$ cat src/sv/ied_pkg.sv
`timescale 1ns / 1ps

package ied_pkg;

   // Field widths of the streamed pairs and of the result.
   localparam int ELEM_W  = 8;
   localparam int DIFF_W  = ELEM_W + 1;
   localparam int SQ_W    = 2 * ELEM_W + 1;
   localparam int SUM_W   = 26;
   localparam int FRAC_W  = 8;
   localparam int DIST_W  = 21;

   // The radicand is the sum scaled by 2^(2*FRAC_W); one root bit per step.
   localparam int RAD_W   = SUM_W + 2 * FRAC_W;
   localparam int STEPS   = RAD_W / 2;
   localparam int STEP_W  = $clog2(STEPS);
   localparam int REM_W   = DIST_W + 3;

   localparam logic [SUM_W-1:0] SUM_MAX = '1;

   // One finished vector waiting for its square root.
   typedef struct packed {
      logic [SUM_W-1:0] sum;
      logic             saturated;
   } qent_type;

   // Queue status seen by both sides.
   typedef struct packed {
      logic full;
      logic empty;
   } qstat_type;

endpackage

$ cat src/sv/ied_front.sv
`timescale 1ns / 1ps

module ied_front #(
   parameter int MAX_LEN = 1024
) (
   input  logic                               clock,
   input  logic                               reset,
   input  logic                               req_valid,
   output logic                               req_stall,
   input  logic signed [ied_pkg::ELEM_W-1:0]  req_elem_a,
   input  logic signed [ied_pkg::ELEM_W-1:0]  req_elem_b,
   input  logic                               req_last,
   input  ied_pkg::qstat_type                 q_stat,
   output logic                               q_push,
   output ied_pkg::qent_type                  q_data
);
   import ied_pkg::*;

   localparam int CNT_W = $clog2(MAX_LEN + 1);
   localparam logic [CNT_W-1:0] CNT_LIMIT = CNT_W'(MAX_LEN);

   logic [SUM_W-1:0] square_sum_ff, square_sum_in;
   logic [CNT_W-1:0] pair_count_ff, pair_count_in;
   logic             overflow_ff, overflow_in;

   logic                     accept;
   logic signed [DIFF_W-1:0] diff;
   logic signed [2*DIFF_W-1:0] sq_full;
   logic [SUM_W:0]           sum_add;
   logic [SUM_W-1:0]         sum_upd;
   logic                     ovf_upd;
   logic [CNT_W-1:0]         cnt_upd;

   // A pair is taken whenever the queue has room for a possible result.
   assign req_stall = q_stat.full;
   assign accept    = req_valid && !req_stall;

   // Squared difference of one pair and the saturating running sum.
   always_comb begin
      diff    = DIFF_W'(req_elem_a) - DIFF_W'(req_elem_b);
      sq_full = diff * diff;
      sum_add = {1'b0, square_sum_ff} + (SUM_W + 1)'(sq_full[SQ_W-1:0]);
      if (pair_count_ff >= CNT_LIMIT) begin
         sum_upd = SUM_MAX;
         ovf_upd = 1'b1;
         cnt_upd = pair_count_ff;
      end else begin
         cnt_upd = pair_count_ff + CNT_W'(1);
         if (sum_add[SUM_W]) begin
            sum_upd = SUM_MAX;
            ovf_upd = 1'b1;
         end else begin
            sum_upd = sum_add[SUM_W-1:0];
            ovf_upd = overflow_ff;
         end
      end
   end

   // The last pair hands the finished sum to the queue and clears the state.
   assign q_push         = accept && req_last;
   assign q_data.sum       = sum_upd;
   assign q_data.saturated = ovf_upd;

   always_comb begin
      square_sum_in = square_sum_ff;
      pair_count_in = pair_count_ff;
      overflow_in   = overflow_ff;
      if (accept) begin
         if (req_last) begin
            square_sum_in = '0;
            pair_count_in = '0;
            overflow_in   = 1'b0;
         end else begin
            square_sum_in = sum_upd;
            pair_count_in = cnt_upd;
            overflow_in   = ovf_upd;
         end
      end
   end

   always_ff @(posedge clock) begin
      if (reset) begin
         square_sum_ff <= '0;
         pair_count_ff <= '0;
         overflow_ff   <= 1'b0;
      end else begin
         square_sum_ff <= square_sum_in;
         pair_count_ff <= pair_count_in;
         overflow_ff   <= overflow_in;
      end
   end

   // The count never passes the vector length limit.
   a_count_bound: assert property (@(posedge clock) disable iff (reset)
      pair_count_ff <= CNT_LIMIT)
      else $error("pair count above limit");

   // A saturated sum is always flagged.
   a_sat_flag: assert property (@(posedge clock) disable iff (reset)
      (pair_count_ff >= CNT_LIMIT && accept) |=> (overflow_ff || $past(req_last)))
      else $error("overflow not flagged");

   // Nothing is pushed into a full queue.
   a_no_overrun: assert property (@(posedge clock) disable iff (reset)
      q_stat.full |-> !q_push)
      else $error("push into full queue");

endmodule

$ cat src/sv/ied_queue.sv
`timescale 1ns / 1ps

module ied_queue (
   input  logic               clock,
   input  logic               reset,
   input  logic               push,
   input  ied_pkg::qent_type  push_data,
   input  logic               pop,
   output ied_pkg::qent_type  head,
   output ied_pkg::qstat_type stat
);
   import ied_pkg::*;

   localparam int DEPTH = 2;
   localparam int PTR_W = $clog2(DEPTH);

   qent_type           mem_ff [DEPTH];
   logic [PTR_W-1:0]   wr_ptr_ff, wr_ptr_in;
   logic [PTR_W-1:0]   rd_ptr_ff, rd_ptr_in;
   logic [PTR_W:0]     count_ff, count_in;

   assign stat.full  = (count_ff == (PTR_W + 1)'(DEPTH));
   assign stat.empty = (count_ff == '0);
   assign head       = mem_ff[rd_ptr_ff];

   // Pointer and fill-count update for one push and one pop per cycle.
   always_comb begin
      wr_ptr_in = push ? wr_ptr_ff + PTR_W'(1) : wr_ptr_ff;
      rd_ptr_in = pop  ? rd_ptr_ff + PTR_W'(1) : rd_ptr_ff;
      count_in  = count_ff;
      if (push && !pop) begin
         count_in = count_ff + (PTR_W + 1)'(1);
      end else if (pop && !push) begin
         count_in = count_ff - (PTR_W + 1)'(1);
      end
   end

   always_ff @(posedge clock) begin
      if (reset) begin
         wr_ptr_ff <= '0;
         rd_ptr_ff <= '0;
         count_ff  <= '0;
      end else begin
         wr_ptr_ff <= wr_ptr_in;
         rd_ptr_ff <= rd_ptr_in;
         count_ff  <= count_in;
      end
   end

   // Storage of the queued sums.
   always_ff @(posedge clock) begin
      if (push) begin
         mem_ff[wr_ptr_ff] <= push_data;
      end
   end

   // The fill count stays within the depth.
   a_count_range: assert property (@(posedge clock) disable iff (reset)
      count_ff <= (PTR_W + 1)'(DEPTH))
      else $error("queue count out of range");

   // The pointers stay consistent with the fill count.
   a_ptr_match: assert property (@(posedge clock) disable iff (reset)
      (PTR_W)'(rd_ptr_ff + count_ff[PTR_W-1:0]) == wr_ptr_ff)
      else $error("queue pointers disagree with count");

   // Nothing is taken from an empty queue.
   a_no_underrun: assert property (@(posedge clock) disable iff (reset)
      stat.empty |-> !pop)
      else $error("pop from empty queue");

endmodule

$ cat src/sv/ied_sqrt.sv
`timescale 1ns / 1ps

module ied_sqrt (
   input  logic                          clock,
   input  logic                          reset,
   input  ied_pkg::qstat_type            q_stat,
   input  ied_pkg::qent_type             q_head,
   output logic                          q_pop,
   output logic                          rsp_valid,
   input  logic                          rsp_stall,
   output logic [ied_pkg::DIST_W-1:0]    rsp_distance_q8,
   output logic                          rsp_saturated
);
   import ied_pkg::*;

   typedef enum logic [2:0] {
      IDLE = 3'b001,
      BUSY = 3'b010,
      DONE = 3'b100
   } state_type;

   state_type         state_ff, state_in;
   logic [STEP_W-1:0] step_ff, step_in;
   logic [RAD_W-1:0]  rad_ff, rad_in;
   logic [REM_W-1:0]  rem_ff, rem_in;
   logic [DIST_W-1:0] root_ff, root_in;
   logic              sat_ff, sat_in;

   logic [REM_W-1:0]  rem_shift;
   logic [REM_W-1:0]  trial;

   // One restoring step: bring down two radicand bits and try a root bit of one.
   assign rem_shift = {rem_ff[REM_W-3:0], rad_ff[RAD_W-1:RAD_W-2]};
   assign trial     = REM_W'({root_ff, 2'b01});

   always_comb begin
      state_in = state_ff;
      step_in  = step_ff;
      rad_in   = rad_ff;
      rem_in   = rem_ff;
      root_in  = root_ff;
      sat_in   = sat_ff;
      q_pop    = 1'b0;
      case (state_ff)
         IDLE: begin
            if (!q_stat.empty) begin
               q_pop    = 1'b1;
               rad_in   = {q_head.sum, (2 * FRAC_W)'(0)};
               sat_in   = q_head.saturated;
               rem_in   = '0;
               root_in  = '0;
               step_in  = '0;
               state_in = BUSY;
            end
         end
         BUSY: begin
            rad_in = {rad_ff[RAD_W-3:0], 2'b00};
            if (rem_shift >= trial) begin
               rem_in  = rem_shift - trial;
               root_in = {root_ff[DIST_W-2:0], 1'b1};
            end else begin
               rem_in  = rem_shift;
               root_in = {root_ff[DIST_W-2:0], 1'b0};
            end
            step_in = step_ff + STEP_W'(1);
            if (step_ff == STEP_W'(STEPS - 1)) begin
               state_in = DONE;
            end
         end
         DONE: begin
            if (!rsp_stall) begin
               state_in = IDLE;
            end
         end
         default: begin
            state_in = IDLE;
         end
      endcase
   end

   always_ff @(posedge clock) begin
      if (reset) begin
         state_ff <= IDLE;
      end else begin
         state_ff <= state_in;
      end
   end

   always_ff @(posedge clock) begin
      step_ff <= step_in;
      rad_ff  <= rad_in;
      rem_ff  <= rem_in;
      root_ff <= root_in;
      sat_ff  <= sat_in;
   end

   // The finished root is held in place until the result transfer.
   assign rsp_valid       = (state_ff == DONE);
   assign rsp_distance_q8 = root_ff;
   assign rsp_saturated   = sat_ff;

   // A restoring remainder never exceeds twice the partial root.
   a_rem_bound: assert property (@(posedge clock) disable iff (reset)
      (state_ff == BUSY) |-> (rem_ff <= REM_W'({root_ff, 1'b0})))
      else $error("square root remainder out of range");

   // The step counter stays within the number of root bits.
   a_step_range: assert property (@(posedge clock) disable iff (reset)
      (state_ff == BUSY) |-> (step_ff <= STEP_W'(STEPS - 1)))
      else $error("square root step out of range");

   // A new vector is taken only from a queue that holds one.
   a_pop_valid: assert property (@(posedge clock) disable iff (reset)
      q_pop |-> (!q_stat.empty && state_ff == IDLE))
      else $error("square root started without data");

endmodule

$ cat src/sv/int8_vector_euclidean_distance.sv
`timescale 1ns / 1ps

// Streams paired signed 8-bit elements, one pair per cycle while req_stall
// is low, and on the pair marked last returns floor(sqrt(sum of squared
// differences) * 256) with a flag that is set when more than MAX_LEN pairs
// came in or the 26-bit sum overflowed; either saturates the sum. The front
// accumulates at one pair per clock while the queue is not full; each
// finished sum goes into a two-entry queue, and the square-root unit then
// takes each vector through a load, 21 restoring steps of one root bit
// each, and the result transfer. Vectors of 23 or more pairs therefore
// stream at full rate while results are taken at once; shorter ones can
// fill the queue, and the input stalls until the root unit frees an entry.
module int8_vector_euclidean_distance #(
   parameter int MAX_LEN = 1024
) (
   input  logic                              clock,
   input  logic                              reset,
   input  logic                              req_valid,
   output logic                              req_stall,
   input  logic signed [ied_pkg::ELEM_W-1:0] req_elem_a,
   input  logic signed [ied_pkg::ELEM_W-1:0] req_elem_b,
   input  logic                              req_last,
   output logic                              rsp_valid,
   input  logic                              rsp_stall,
   output logic [ied_pkg::DIST_W-1:0]        rsp_distance_q8,
   output logic                              rsp_saturated
);
   import ied_pkg::*;

   qstat_type q_stat;
   qent_type  q_in;
   qent_type  q_head;
   logic      q_push;
   logic      q_pop;

   // Accumulation front end.
   ied_front #(
      .MAX_LEN (MAX_LEN)
   ) u_front (
      .clock      (clock),
      .reset      (reset),
      .req_valid  (req_valid),
      .req_stall  (req_stall),
      .req_elem_a (req_elem_a),
      .req_elem_b (req_elem_b),
      .req_last   (req_last),
      .q_stat     (q_stat),
      .q_push     (q_push),
      .q_data     (q_in)
   );

   // Finished sums waiting for the root unit.
   ied_queue u_queue (
      .clock     (clock),
      .reset     (reset),
      .push      (q_push),
      .push_data (q_in),
      .pop       (q_pop),
      .head      (q_head),
      .stat      (q_stat)
   );

   // Bit-serial square root and result register.
   ied_sqrt u_sqrt (
      .clock           (clock),
      .reset           (reset),
      .q_stat          (q_stat),
      .q_head          (q_head),
      .q_pop           (q_pop),
      .rsp_valid       (rsp_valid),
      .rsp_stall       (rsp_stall),
      .rsp_distance_q8 (rsp_distance_q8),
      .rsp_saturated   (rsp_saturated)
   );

endmodule

$ cat config.mk
export PLATFORM = sky130hd
export DESIGN_NAME = int8_vector_euclidean_distance
export DESIGN_NICKNAME = d
export VERILOG_FILES = /design/src/sv/ied_pkg.sv /design/src/sv/ied_front.sv /design/src/sv/ied_queue.sv /design/src/sv/ied_sqrt.sv /design/src/sv/int8_vector_euclidean_distance.sv
export SDC_FILE = /design/constraint.sdc
export NUM_CORES = 1
export LEC_CHECK = 0
export BUFFER_PORTS_ARGS = -buffer_cell sky130_fd_sc_hd__buf_4
export CORE_UTILIZATION = 45
export CTS_CLUSTER_DIAMETER = 30
export DETAILED_ROUTE_END_ITERATION = 8
export SETUP_SLACK_MARGIN = 0.05
export SLEW_MARGIN = 20
export SYNTH_ARGS = -nofsm -noshare
export SYNTH_HDL_FRONTEND = slang
export SYNTH_SLANG_ARGS = --single-unit
$ cat constraint.sdc
create_clock -name clock -period 12.4 [get_ports clock]
set_input_delay 1.24 -clock clock [delete_from_list [all_inputs] [get_ports clock]]
set_output_delay 1.24 -clock clock [all_outputs]
set_load 0.02 [all_outputs]
==> results of run 1 <==
==> metal layers <==
layer  routed length, µm  GRT usage  vias up
met1               10700      0.229     3955
met4                 267     0.0484        0
li1                    -          -     4175
met3                 523     0.0236       21
met2               11400      0.311      115
met5                   0          0        -
==> flip-flops by register name, summed over array words and instances, names as in the netlist, named ones only <==
register                flops
u_sqrt.rad_ff              26
u_sqrt.rem_ff              22
u_sqrt.step_ff              5
u_queue.wr_ptr_ff           1
u_front.overflow_ff         1
u_queue.mem_ff             54
u_sqrt.state_ff             3
u_front.square_sum_ff      26
u_sqrt.rsp_distance_q8     21
u_queue.count_ff            2
u_queue.rd_ptr_ff           1
u_sqrt.rsp_saturated        1
u_front.pair_count_ff      11
==> synthesized netlist by cell type, types with 3 or more instances <==
cell,count,share of area
buf_4,3,0.0019
nand4_1,11,0.0058
nor3_1,30,0.013
a21boi_0,3,0.0019
fa_1,56,0.094
a31oi_1,5,0.0026
xnor2_1,49,0.036
a21o_1,27,0.017
mux2i_1,29,0.024
o21a_1,10,0.0063
dfxtp_1,46,0.077
or3_1,12,0.0063
nor2_1,96,0.030
edfxtp_1,129,0.33
and2_1,6,0.0032
a211oi_1,6,0.0038
a22o_1,18,0.013
a21o_2,3,0.0022
or2_2,3,0.0016
ha_1,89,0.094
o211ai_1,7,0.0044
clkbuf_1,31,0.0098
o22ai_1,3,0.0016
nor4_1,5,0.0026
buf_2,3,0.0013
o41ai_1,3,0.0022
and3_1,9,0.0047
inv_1,136,0.043
nand4b_1,3,0.0022
xor2_1,22,0.016
buf_1,3,0.00095
nand2b_1,13,0.0068
o21ai_1,15,0.0063
o31ai_1,3,0.0019
a211o_1,6,0.0044
nand3_1,33,0.014
nand2_1,87,0.027
o21bai_1,4,0.0025
o21ai_0,51,0.021
a21oi_1,63,0.027
nor2b_1,6,0.0032
==> critical path: cells and delay by family <==
family | cells | cell delay [ns]
buffers and inverters | 7 | 0.73
and+or+nand+nor | 7 | 1.53
AOI/OAI and AO/OA | 15 | 3.04
adders and majority gates | 8 | 3.45
muxes | 1 | 0.21
==> final timing paths <==
path                                                start                     to  slack (ns)  depth (start not counted)
worst max-delay path                        req_elem_b[1]  u_queue.mem_ff[0][25]        2.36                         38
worst min-delay path                  u_front.overflow_ff    u_front.overflow_ff        0.48                          2
worst max register to register  u_sqrt.rsp_distance_q8[0]      u_sqrt.rem_ff[20]        8.94                         10
worst min register to register        u_front.overflow_ff    u_front.overflow_ff        0.48                          2
==> logic make-up after synthesis <==
| group | share of synthesized area |
|---|---|
| AND/OR/NAND/NOR | 0.133 |
| AO/OA/AOI/OAI | 0.138 |
| buffers and inverters | 0.0593 |
| flip-flops | 0.403 |
| adder cells (fa/ha/maj) | 0.188 |
| XOR/XNOR | 0.0523 |
| multiplexers | 0.0263 |
==> final cells by class <==
cell class,count,area share
multi-input cells,826,0.491
well taps,335,0.0319
flip-flops and latches,175,0.365
clock inverters,11,0.00724
clock buffers,21,0.0359
inverters,138,0.0395
repair buffers,50,0.0295
==> per-stage QoR <==
step | utilization | area, µm² | setup WS, ns | hold slack [ns]
after global placement | 0.483 | 12500 | 2.19 | 0.467
after global routing | 0.505 | 13100 | 1.54 | 0.511
after floorplan | - | 11900 | 3.34 | 0.428
after detailed placement | 0.483 | 12500 | 1.92 | 0.466
after CTS | 0.504 | 13100 | 2.33 | 0.486
final | 0.505 | 13100 | 2.36 | 0.482
==> run metrics, run 1 <==
Mapped Cells=1,181; Primary FF master, synth=edfxtp_1; final-stage net count=1,374; commonest non-fill, non-tap cell in the layout=inv_1; syn avg cell area=10.1 µm²; CP endpoint kind=register; Slew Limit Fails=0; via/cell ratio=5.31; register bit total from synthesis=175; Mapped Area=0.0119 mm²; Relative slew margins=0.319; largest net degree at the start of global routing=75; Fin. Hold Viols=0; ant diodes=0; Initial Utilization=0.458; library cells used by synthesis=75; Worst Max-Slew Pin Slew=1.02 ns; placed insts=1,523; clock tree sinks=175; DR pass1 iterations=5; crit-path max cell delay=0.84 ns; Die ar.=0.0271 mm²; GRT Total Usage=0.178; Post-synth EDFFs=129; antenna-violating nets left=0; CTS tree=done; CTS Hold Bufs=0; final wirelength=22.9 mm; slowest CP cell=nor3b_1; worst-path maximum fanout=15; I/O pin count=45; min Tclk post-route=10.04 ns; global-route wire length before repair=38.7 mm; clock latency on the worst-skew pair=0.43 ns; DR iter-0 viols=491; HPWL Detailed=16.8 mm; worst min-delay path class=register to register; FMAX=99.6 MHz; post-synthesis sequential area ratio=0.403; RD Place Congestion=0.816; Chip Width=165 µm; fraction of registers with async set/reset=0; FILL cells=2,375; num rows=59; DR vias=8,266; syn nets=1,347; multi-input logic area=0.00644 mm²; core region area=0.0260 mm²; # setup viols final=0; setup TNS=0 ns; port bufs=44; number of global-route vias before repair=8,185; Final Non-Filler Cells=1,556; ratio of cells with drive above 1 in the final layout=0.0917; WL per Instance=14.7 µm; Post CTS Setup Buffer Count=0; H-tree levels=4; Final Cycle Share=0.810; YS warnings=0; run status=finished, final reports clean; Crit Path Class=input pin to register; Worst Clk Skew=0.0148 ns; Max-Cap Viols=0; post_cts resized=0; Num CTS Buffers=17; RSZ-0062 raised after global routing=false; Clk Tree Root Cell=clkbuf_16; Layout area overhead=10.3%; Worst Path Required=12.57 ns; most frequent cells in the layout=136 x inv_1, 129 x edfxtp_1, 94 x nor2_1; kind of start point of the critical path=input pin; sequential cell area=0.00479 mm²; Worst-path clk slew=0.08 ns; WP data arrival=10.21 ns; DRC viols=0; CTS max path bufs=2; die outline height=165 µm; GR Overflow Total=0; antenna violations before repair=0
Power of run 1 is left out: the tool's default activity adds up to more than one toggle a clock period on the data nets, which glitch-free logic cannot reach.
==> inputs of run 2 (changes only) <==
--- a/config.mk
+++ b/config.mk
@@ -5,6 +5,7 @@
 export SDC_FILE = /design/constraint.sdc
 export NUM_CORES = 1
 export LEC_CHECK = 0
+export ABC_AREA = 1
 export BUFFER_PORTS_ARGS = -buffer_cell sky130_fd_sc_hd__buf_4
 export CORE_UTILIZATION = 45
 export CTS_CLUSTER_DIAMETER = 30
==> constraint.sdc (replaced) <==
create_clock -name clock -period 8.27 [get_ports clock]
set_input_delay 0.827 -clock clock [delete_from_list [all_inputs] [get_ports clock]]
set_output_delay 0.827 -clock clock [all_outputs]
set_load 0.02 [all_outputs]
==> run 2 against run 1 <==
  * First-iteration DRC count increased by 14%
  * Sequential share of layout area shrank 3.5 points
  * Clock skew shrank 0.0042 ns
  * Highest routed layer unchanged
  * Via count up 22%
  * Largest cell class unchanged
  * Critical path type unchanged
  * Flip-flop and latch count is the same
  * Synthesized area up 9.3%
  * Hold slack got worse by 0.030 ns
==> run metrics, run 2 <==
main area contributors after synthesis=edfxtp_1 30%, nand2_1 11%, inv_1 8.7% (was edfxtp_1 33%, fa_1 9.4%, ha_1 9.4%); register bit total from synthesis=175 (unchanged); syn avg cell area=8.05 µm² (was 10.1 µm²); Synth top area share=0.298 (was 0.326); Mapped Area=0.0130 mm² (was 0.0119 mm²); Max-Cap Viols=0 (unchanged); Reg with most FFs=u_queue.mem_ff (unchanged); clock tree sinks=175 (unchanged); Chip Width=172 µm (was 165 µm); commonest non-fill, non-tap cell in the layout=nand2_1 (was inv_1); final-stage net count=1,835 (was 1,374); DR iter-0 viols=559 (was 491); library cells used by synthesis=51 (was 75); RD Place Congestion=0.966 (was 0.816); Post-synth EDFFs=129 (unchanged); post-synthesis mux area share=0.00260 (was 0.0263); GRT Total Usage=0.206 (was 0.178); final setup margin=0.643 ns (was 2.36 ns); num rows=61 (was 59); DR pass1 iterations=5 (unchanged); GR Overflow Total=0 (unchanged); most frequent cells in the layout=379 x nand2_1, 301 x inv_1, 166 x nor2_1 (was 136 x inv_1, 129 x edfxtp_1, 94 x nor2_1); placed insts=2,025 (was 1,523); Primary FF master, synth=edfxtp_1 (unchanged); WL per Instance=13.9 µm (was 14.7 µm); # setup viols final=0 (unchanged); number of global-route vias before repair=9,896 (was 8,185); min Tclk post-route=7.63 ns; Post-Synth Adder-Cell Area=0.172 (was 0.188); top flop regs=u_queue.mem_ff: 54 flops, u_front.square_sum_ff: 26 flops, u_sqrt.rad_ff: 26 flops (unchanged); r2r worst-path depth=9 (was 10); Synth Area in XOR/XNOR=0.0337 (was 0.0523); CP most frequent cell=inv_1; RSZ-0062 raised after global routing=false (unchanged); largest family of logic cells by synthesized area=simple AND/OR/NAND/NOR gates (was adder cells); antenna violations before repair=0 (unchanged); core region area=0.0281 mm² (was 0.0260 mm²); Layout area overhead=11.5% (was 10.3%); Worst Max-Slew Pin Slew=0.994 ns (was 1.02 ns); DR vias=10,100 (was 8,266); H-tree levels=4 (unchanged); Num CTS Buffers=17 (unchanged); r2r setup slk=5.03 ns (was 8.94 ns); final wirelength=28.7 mm (was 22.9 mm); kind of start point of the critical path=input pin (unchanged); HPWL Detailed=21.9 mm (was 16.8 mm); slowest CP cell=fa_1 (was nor3b_1); post-synthesis sequential area ratio=0.369 (was 0.403); run status=finished, final reports clean (unchanged); compound-cell area share of the yosys netlist=0.0783 (was 0.138); worst min-delay path class=register to register (unchanged); Mapped Cells=1,615 (was 1,181); Post-synth top cells=380 x nand2_1, 300 x inv_1, 171 x nor2_1 (was 136 x inv_1, 129 x edfxtp_1, 96 x nor2_1); I/O pin count=45 (unchanged); Worst-path clk slew=0.06 ns (was 0.08 ns); Worst Hold Path Cells=1 (was 2); CP endpoint kind=register (unchanged); Final Cycle Share=0.922; ratio of cells with drive above 1 in the final layout=0.106 (was 0.0917); Crit Path Class=input pin to register (unchanged); cell taking the most area after synthesis=edfxtp_1 (unchanged); Worst Clk Skew=0.0105 ns (was 0.0148 ns); Relative slew margins=0.338 (was 0.319); FMAX=131 MHz; worst-path maximum fanout=4 (was 15); fraction of registers with async set/reset=0 (unchanged); Die ar.=0.0296 mm² (was 0.0271 mm²); Reg-to-Reg End=u_sqrt.rad_ff[27] (was u_sqrt.rem_ff[20]); clock latency on the worst-skew pair=0.43 ns (about the same); die outline height=172 µm (was 165 µm); r2r startpoint=u_sqrt.state_ff[0] (was u_sqrt.rsp_distance_q8[0]); worst hold path startpoint=u_queue.rd_ptr_ff (was u_front.overflow_ff); antenna-violating nets left=0 (unchanged); YS warnings=0 (unchanged); max FFs per register=54 (unchanged); simple-gate portion of the synthesized area=0.241 (was 0.133); Final Non-Filler Cells=2,060 (was 1,556); DRC viols=0 (unchanged); crit-path max cell delay=0.60 ns (was 0.84 ns); port bufs=44 (unchanged); CTS max path bufs=2 (unchanged); Clk Tree Root Cell=clkbuf_16 (unchanged); worst slack at placement=-0.0132 ns (was 1.92 ns); Post-DP Area=0.0138 mm² (was 0.0125 mm²); Fin. Hold Viols=0 (unchanged); Worst Path Required=8.33 ns (was 12.57 ns); hold endpoint=u_queue.rd_ptr_ff (was u_front.overflow_ff); ant diodes=0 (unchanged); largest net degree at the start of global routing=75 (unchanged); Slew Limit Fails=0 (unchanged); most frequent cell after synthesis=nand2_1 (was inv_1); Initial Utilization=0.463 (was 0.458); global-route wire length before repair=47.6 mm (was 38.7 mm); syn nets=1,781 (was 1,347); CTS tree=done (unchanged); via/cell ratio=4.88 (was 5.31); WP data arrival=7.69 ns (was 10.21 ns); Design Area, Final=0.0145 mm² (was 0.0131 mm²)
## run 2: cell count changes in the layout (fill, tap and decap cells not counted), moves of 19 or more
cell / delta
a21o_1: -23
a21oi_1: +23
inv_1: +165
mux2i_1: -29
nand2_1: +293
nand2_4: +21
nand3_1: +40
nor2_1: +72
o21ai_0: +19
xnor2_1: -30
## run 2: cells by family after synthesis
logic type / count (synthesis)
AOI/OAI and AO/OA: 188
and+or+nand+nor: 711
adders and majority gates: 145
xor gates and xnor gates: 50
buffers and inverters: 343
DFF: 175
muxes: 3
## run 2: area by class of cell
type | instances | area, µm²
Fill cell | 2767 | 13600
Multi-Input combinational cell | 1097 | 6910
Sequential cell | 175 | 4790
Inverter | 312 | 1170
Timing Repair Buffer | 66 | 546
Clock buffer | 23 | 536
Tap cell | 378 | 473
Clock inverter | 9 | 65.1
## run 2: layer usage
layer / GRT usage / vias up / share of wire
met5: 0 / - / 0
met4: 0.0804 / 0 / 0.028
met3: 0.0240 / 41 / 0.026
met2: 0.357 / 157 / 0.48
met1: 0.261 / 4670 / 0.46
li1: - / 5192 / -
## run 2: timing repair
| action | 4_1_cts | 5_1_grt |
|---|---|---|
| gates resized for setup | 0 | 8 |
| hold endpoints to repair | 0 | 0 |
| buffers inserted | 0 | 3 |
| hold buffers | 0 | 0 |
| setup endpoints to repair | 0 | 78 |
## run 2: worst max path at each step
stage,startpoint,to,slack [ns]
6_report,req_elem_a[0],u_queue.mem_ff[1][15],0.64
5_1_grt,req_elem_a[0],u_front.square_sum_ff[25],0.07
4_1_cts,req_elem_a[0],u_queue.mem_ff[0][24],0.43
3_5_place_dp,req_elem_a[0],u_queue.mem_ff[1][24],-0.01
3_3_place_gp,req_elem_a[0],u_queue.mem_ff[1][24],0.09
2_1_floorplan,req_elem_a[0],u_queue.mem_ff[0][3],0.62
## run 2: through the flow
step,utilization,TNS (ns),hold WS (ns)
2_1_floorplan,-,0,0.425
3_3_place_gp,0.492,0,0.435
3_5_place_dp,0.492,-0.165,0.443
4_1_cts,0.514,0,0.453
5_1_grt,0.516,0,0.486
6_report,0.516,0,0.452
## run 2: critical path: cells and delay by family
kind	cells	cell delay (ns)
AOI/OAI and AO/OA	4	0.58
xor gates and xnor gates	1	0.20
adders and majority gates	9	3.58
buffers and inverters	10	0.76
and+or+nand+nor	15	1.74
Power of run 2 is left out for the same reason.
==> inputs of run 3 (changes only) <==
--- a/config.mk
+++ b/config.mk
@@ -7,9 +7,10 @@
 export LEC_CHECK = 0
 export ABC_AREA = 1
 export BUFFER_PORTS_ARGS = -buffer_cell sky130_fd_sc_hd__buf_4
-export CORE_UTILIZATION = 45
+export CORE_UTILIZATION = 50
 export CTS_CLUSTER_DIAMETER = 30
 export DETAILED_ROUTE_END_ITERATION = 8
+export PLACE_DENSITY = 0.69
 export SETUP_SLACK_MARGIN = 0.05
 export SLEW_MARGIN = 20
 export SYNTH_ARGS = -nofsm -noshare
==> run 3 against run 2 <==
  * Hold slack better by 0.017 ns
  * Via count increased by 1.2%
  * Critical path type unchanged
  * Register-to-register slack better by 0.40 ns
  * Worst setup slack lost 0.078 ns
  * Critical path depth is the same
  * Global-route usage grew 1.7 points
  * Largest cell class unchanged
  * Sequential share of layout area increased by 0.40 points
  * Final area is 1.2% lower
==> run metrics, run 3 (synthesis gave the netlist of run 2 again) <==
run status=finished, final reports clean (unchanged); ratio of cells with drive above 1 in the final layout=0.105 (was 0.106); clock tree sinks=175 (unchanged); r2r worst-path depth=9 (unchanged); DR vias=10,200 (was 10,100); max FFs per register=54 (unchanged); number of global-route vias before repair=9,988 (was 9,896); Relative slew margins=0.339 (was 0.338); min Tclk post-route=7.71 ns (was 7.63 ns); port bufs=44 (unchanged); Reg-to-Reg End=u_sqrt.rad_ff[28] (was u_sqrt.rad_ff[27]); DRC viols=0 (unchanged); DR iter-0 viols=518 (was 559); H-tree levels=4 (unchanged); CTS tree=done (unchanged); via/cell ratio=5.06 (was 4.88); final wirelength=27.9 mm (was 28.7 mm); RD Place Congestion=0.932 (was 0.966); Layout area overhead=10.2% (was 11.5%); antenna violations before repair=0 (unchanged); DR pass1 iterations=5 (unchanged); Clk Tree Root Cell=clkbuf_16 (unchanged); die outline height=163 µm (was 172 µm); Final Cycle Share=0.932 (was 0.922); GRT Total Usage=0.223 (was 0.206); Die ar.=0.0266 mm² (was 0.0296 mm²); ant diodes=0 (unchanged); # setup viols final=0 (unchanged); CTS max path bufs=2 (unchanged); worst hold path startpoint=u_front.pair_count_ff[9] (was u_queue.rd_ptr_ff); Slew Limit Fails=0 (unchanged); global-route wire length before repair=47.0 mm (was 47.6 mm); Worst Max-Slew Pin Slew=0.992 ns (was 0.994 ns); Fin. Hold Viols=0 (unchanged); Worst Hold Path Cells=2 (was 1); antenna-violating nets left=0 (unchanged); utilization after layout=0.565 (was 0.516); worst min-delay path class=register to register (unchanged); crit-path max cell delay=0.56 ns (was 0.60 ns); most frequent cells in the layout=379 x nand2_1, 300 x inv_1, 166 x nor2_1 (was 379 x nand2_1, 301 x inv_1, 166 x nor2_1); clock latency on the worst-skew pair=0.43 ns (about the same); CP endpoint kind=register (unchanged); WP data arrival=7.87 ns (was 7.69 ns); Chip Width=163 µm (was 172 µm); HPWL Detailed=21.2 mm (was 21.9 mm); top flop regs=u_queue.mem_ff: 54 flops, u_front.square_sum_ff: 26 flops, u_sqrt.rad_ff: 26 flops (unchanged); r2r startpoint=u_sqrt.state_ff[1] (was u_sqrt.state_ff[0]); Initial Utilization=0.513 (was 0.463); FMAX=130 MHz (was 131 MHz); Max-Cap Viols=0 (unchanged); r2r setup slk=5.43 ns (was 5.03 ns); num rows=58 (was 61); RSZ-0062 raised after global routing=false (unchanged); CP most frequent cell=nand2_1 (was inv_1); Num CTS Buffers=17 (unchanged); largest net degree at the start of global routing=75 (unchanged); WL per Instance=13.8 µm (was 13.9 µm); worst slack at placement=-0.00688 ns (was -0.0132 ns); Reg with most FFs=u_queue.mem_ff (unchanged); Worst-path clk slew=0.07 ns (was 0.06 ns); final-stage net count=1,836 (was 1,835); Worst Path Required=8.44 ns (was 8.33 ns); hold endpoint=u_front.pair_count_ff[9] (was u_queue.rd_ptr_ff); Crit Path Class=input pin to register (unchanged); I/O pin count=45 (unchanged); slowest CP cell=fa_1 (unchanged); kind of start point of the critical path=input pin (unchanged); commonest non-fill, non-tap cell in the layout=nand2_1 (unchanged); Worst Clk Skew=0.0166 ns (was 0.0105 ns); core region area=0.0253 mm² (was 0.0281 mm²); GR Overflow Total=0 (unchanged); final setup margin=0.564 ns (was 0.643 ns); worst-path maximum fanout=10 (was 4)
-- run 3: cell count changes in the layout (fill, tap and decap cells not counted), sizes merged --
cell | previous run | this run
clkbuf | 23 | 19
buf | 66 | 67
clkinv | 6 | 10
-- run 3: final cells by class --
type	instances	area, µm²
well taps	330	413
repair buffers	67	528
multi-input cells	1097	6890
flip-flops and latches	175	4790
inverters	312	1170
fillers	2303	11000
clock buffers	19	433
clock inverters	13	90.1
-- run 3: per-stage QoR --
stage	cells	setup TNS, ns	hold slack [ns]	instance area (µm²)
floorplan	1615	0	0.425	13000
global placement	1976	0	0.437	13700
detailed placement	1976	-0.0149	0.461	13700
CTS	2008	0	0.471	14200
global route	2013	0	0.493	14300
finish	2013	0	0.469	14300
-- run 3: worst max-delay path by stage --
| stage | end | startpoint | cells after the start | slack [ns] |
|---|---|---|---|---|
| floorplan | u_queue.mem_ff[0][3] | req_elem_a[0] | 40 | 0.62 |
| global placement | u_queue.mem_ff[0][19] | req_elem_a[0] | 41 | 0.16 |
| detailed placement | u_front.square_sum_ff[8] | req_elem_a[0] | 43 | -0.007 |
| CTS | u_front.square_sum_ff[22] | req_elem_a[0] | 43 | 0.43 |
| global route | u_queue.mem_ff[0][1] | req_elem_a[0] | 40 | 0.07 |
| finish | u_queue.mem_ff[1][1] | req_elem_a[0] | 39 | 0.56 |
-- run 3: per-layer routing --
metal | global-route usage | up-vias | wire (µm)
met5 | 0 | - | 0
met4 | 0.0629 | 0 | 438
met3 | 0.0282 | 26 | 923
met2 | 0.393 | 178 | 13900
met1 | 0.284 | 4772 | 12600
li1 | - | 5207 | -
-- run 3: timing repair --
action                                  4_1_cts  5_1_grt
resized for setup                             0        6
hold buffers                                  0        0
endpoints found under the setup margin        0       81
buffers inserted                              0        5
-- run 3: critical path, delay by kind of cell --
kind	cells	cell delay (ns)
AO/OA/AOI/OAI	5	0.76
XOR/XNOR	1	0.21
adder cells (fa/ha/maj)	9	3.56
buffers and inverters	9	0.82
AND/OR/NAND/NOR	15	1.65
Power of run 3 is left out for the same reason.
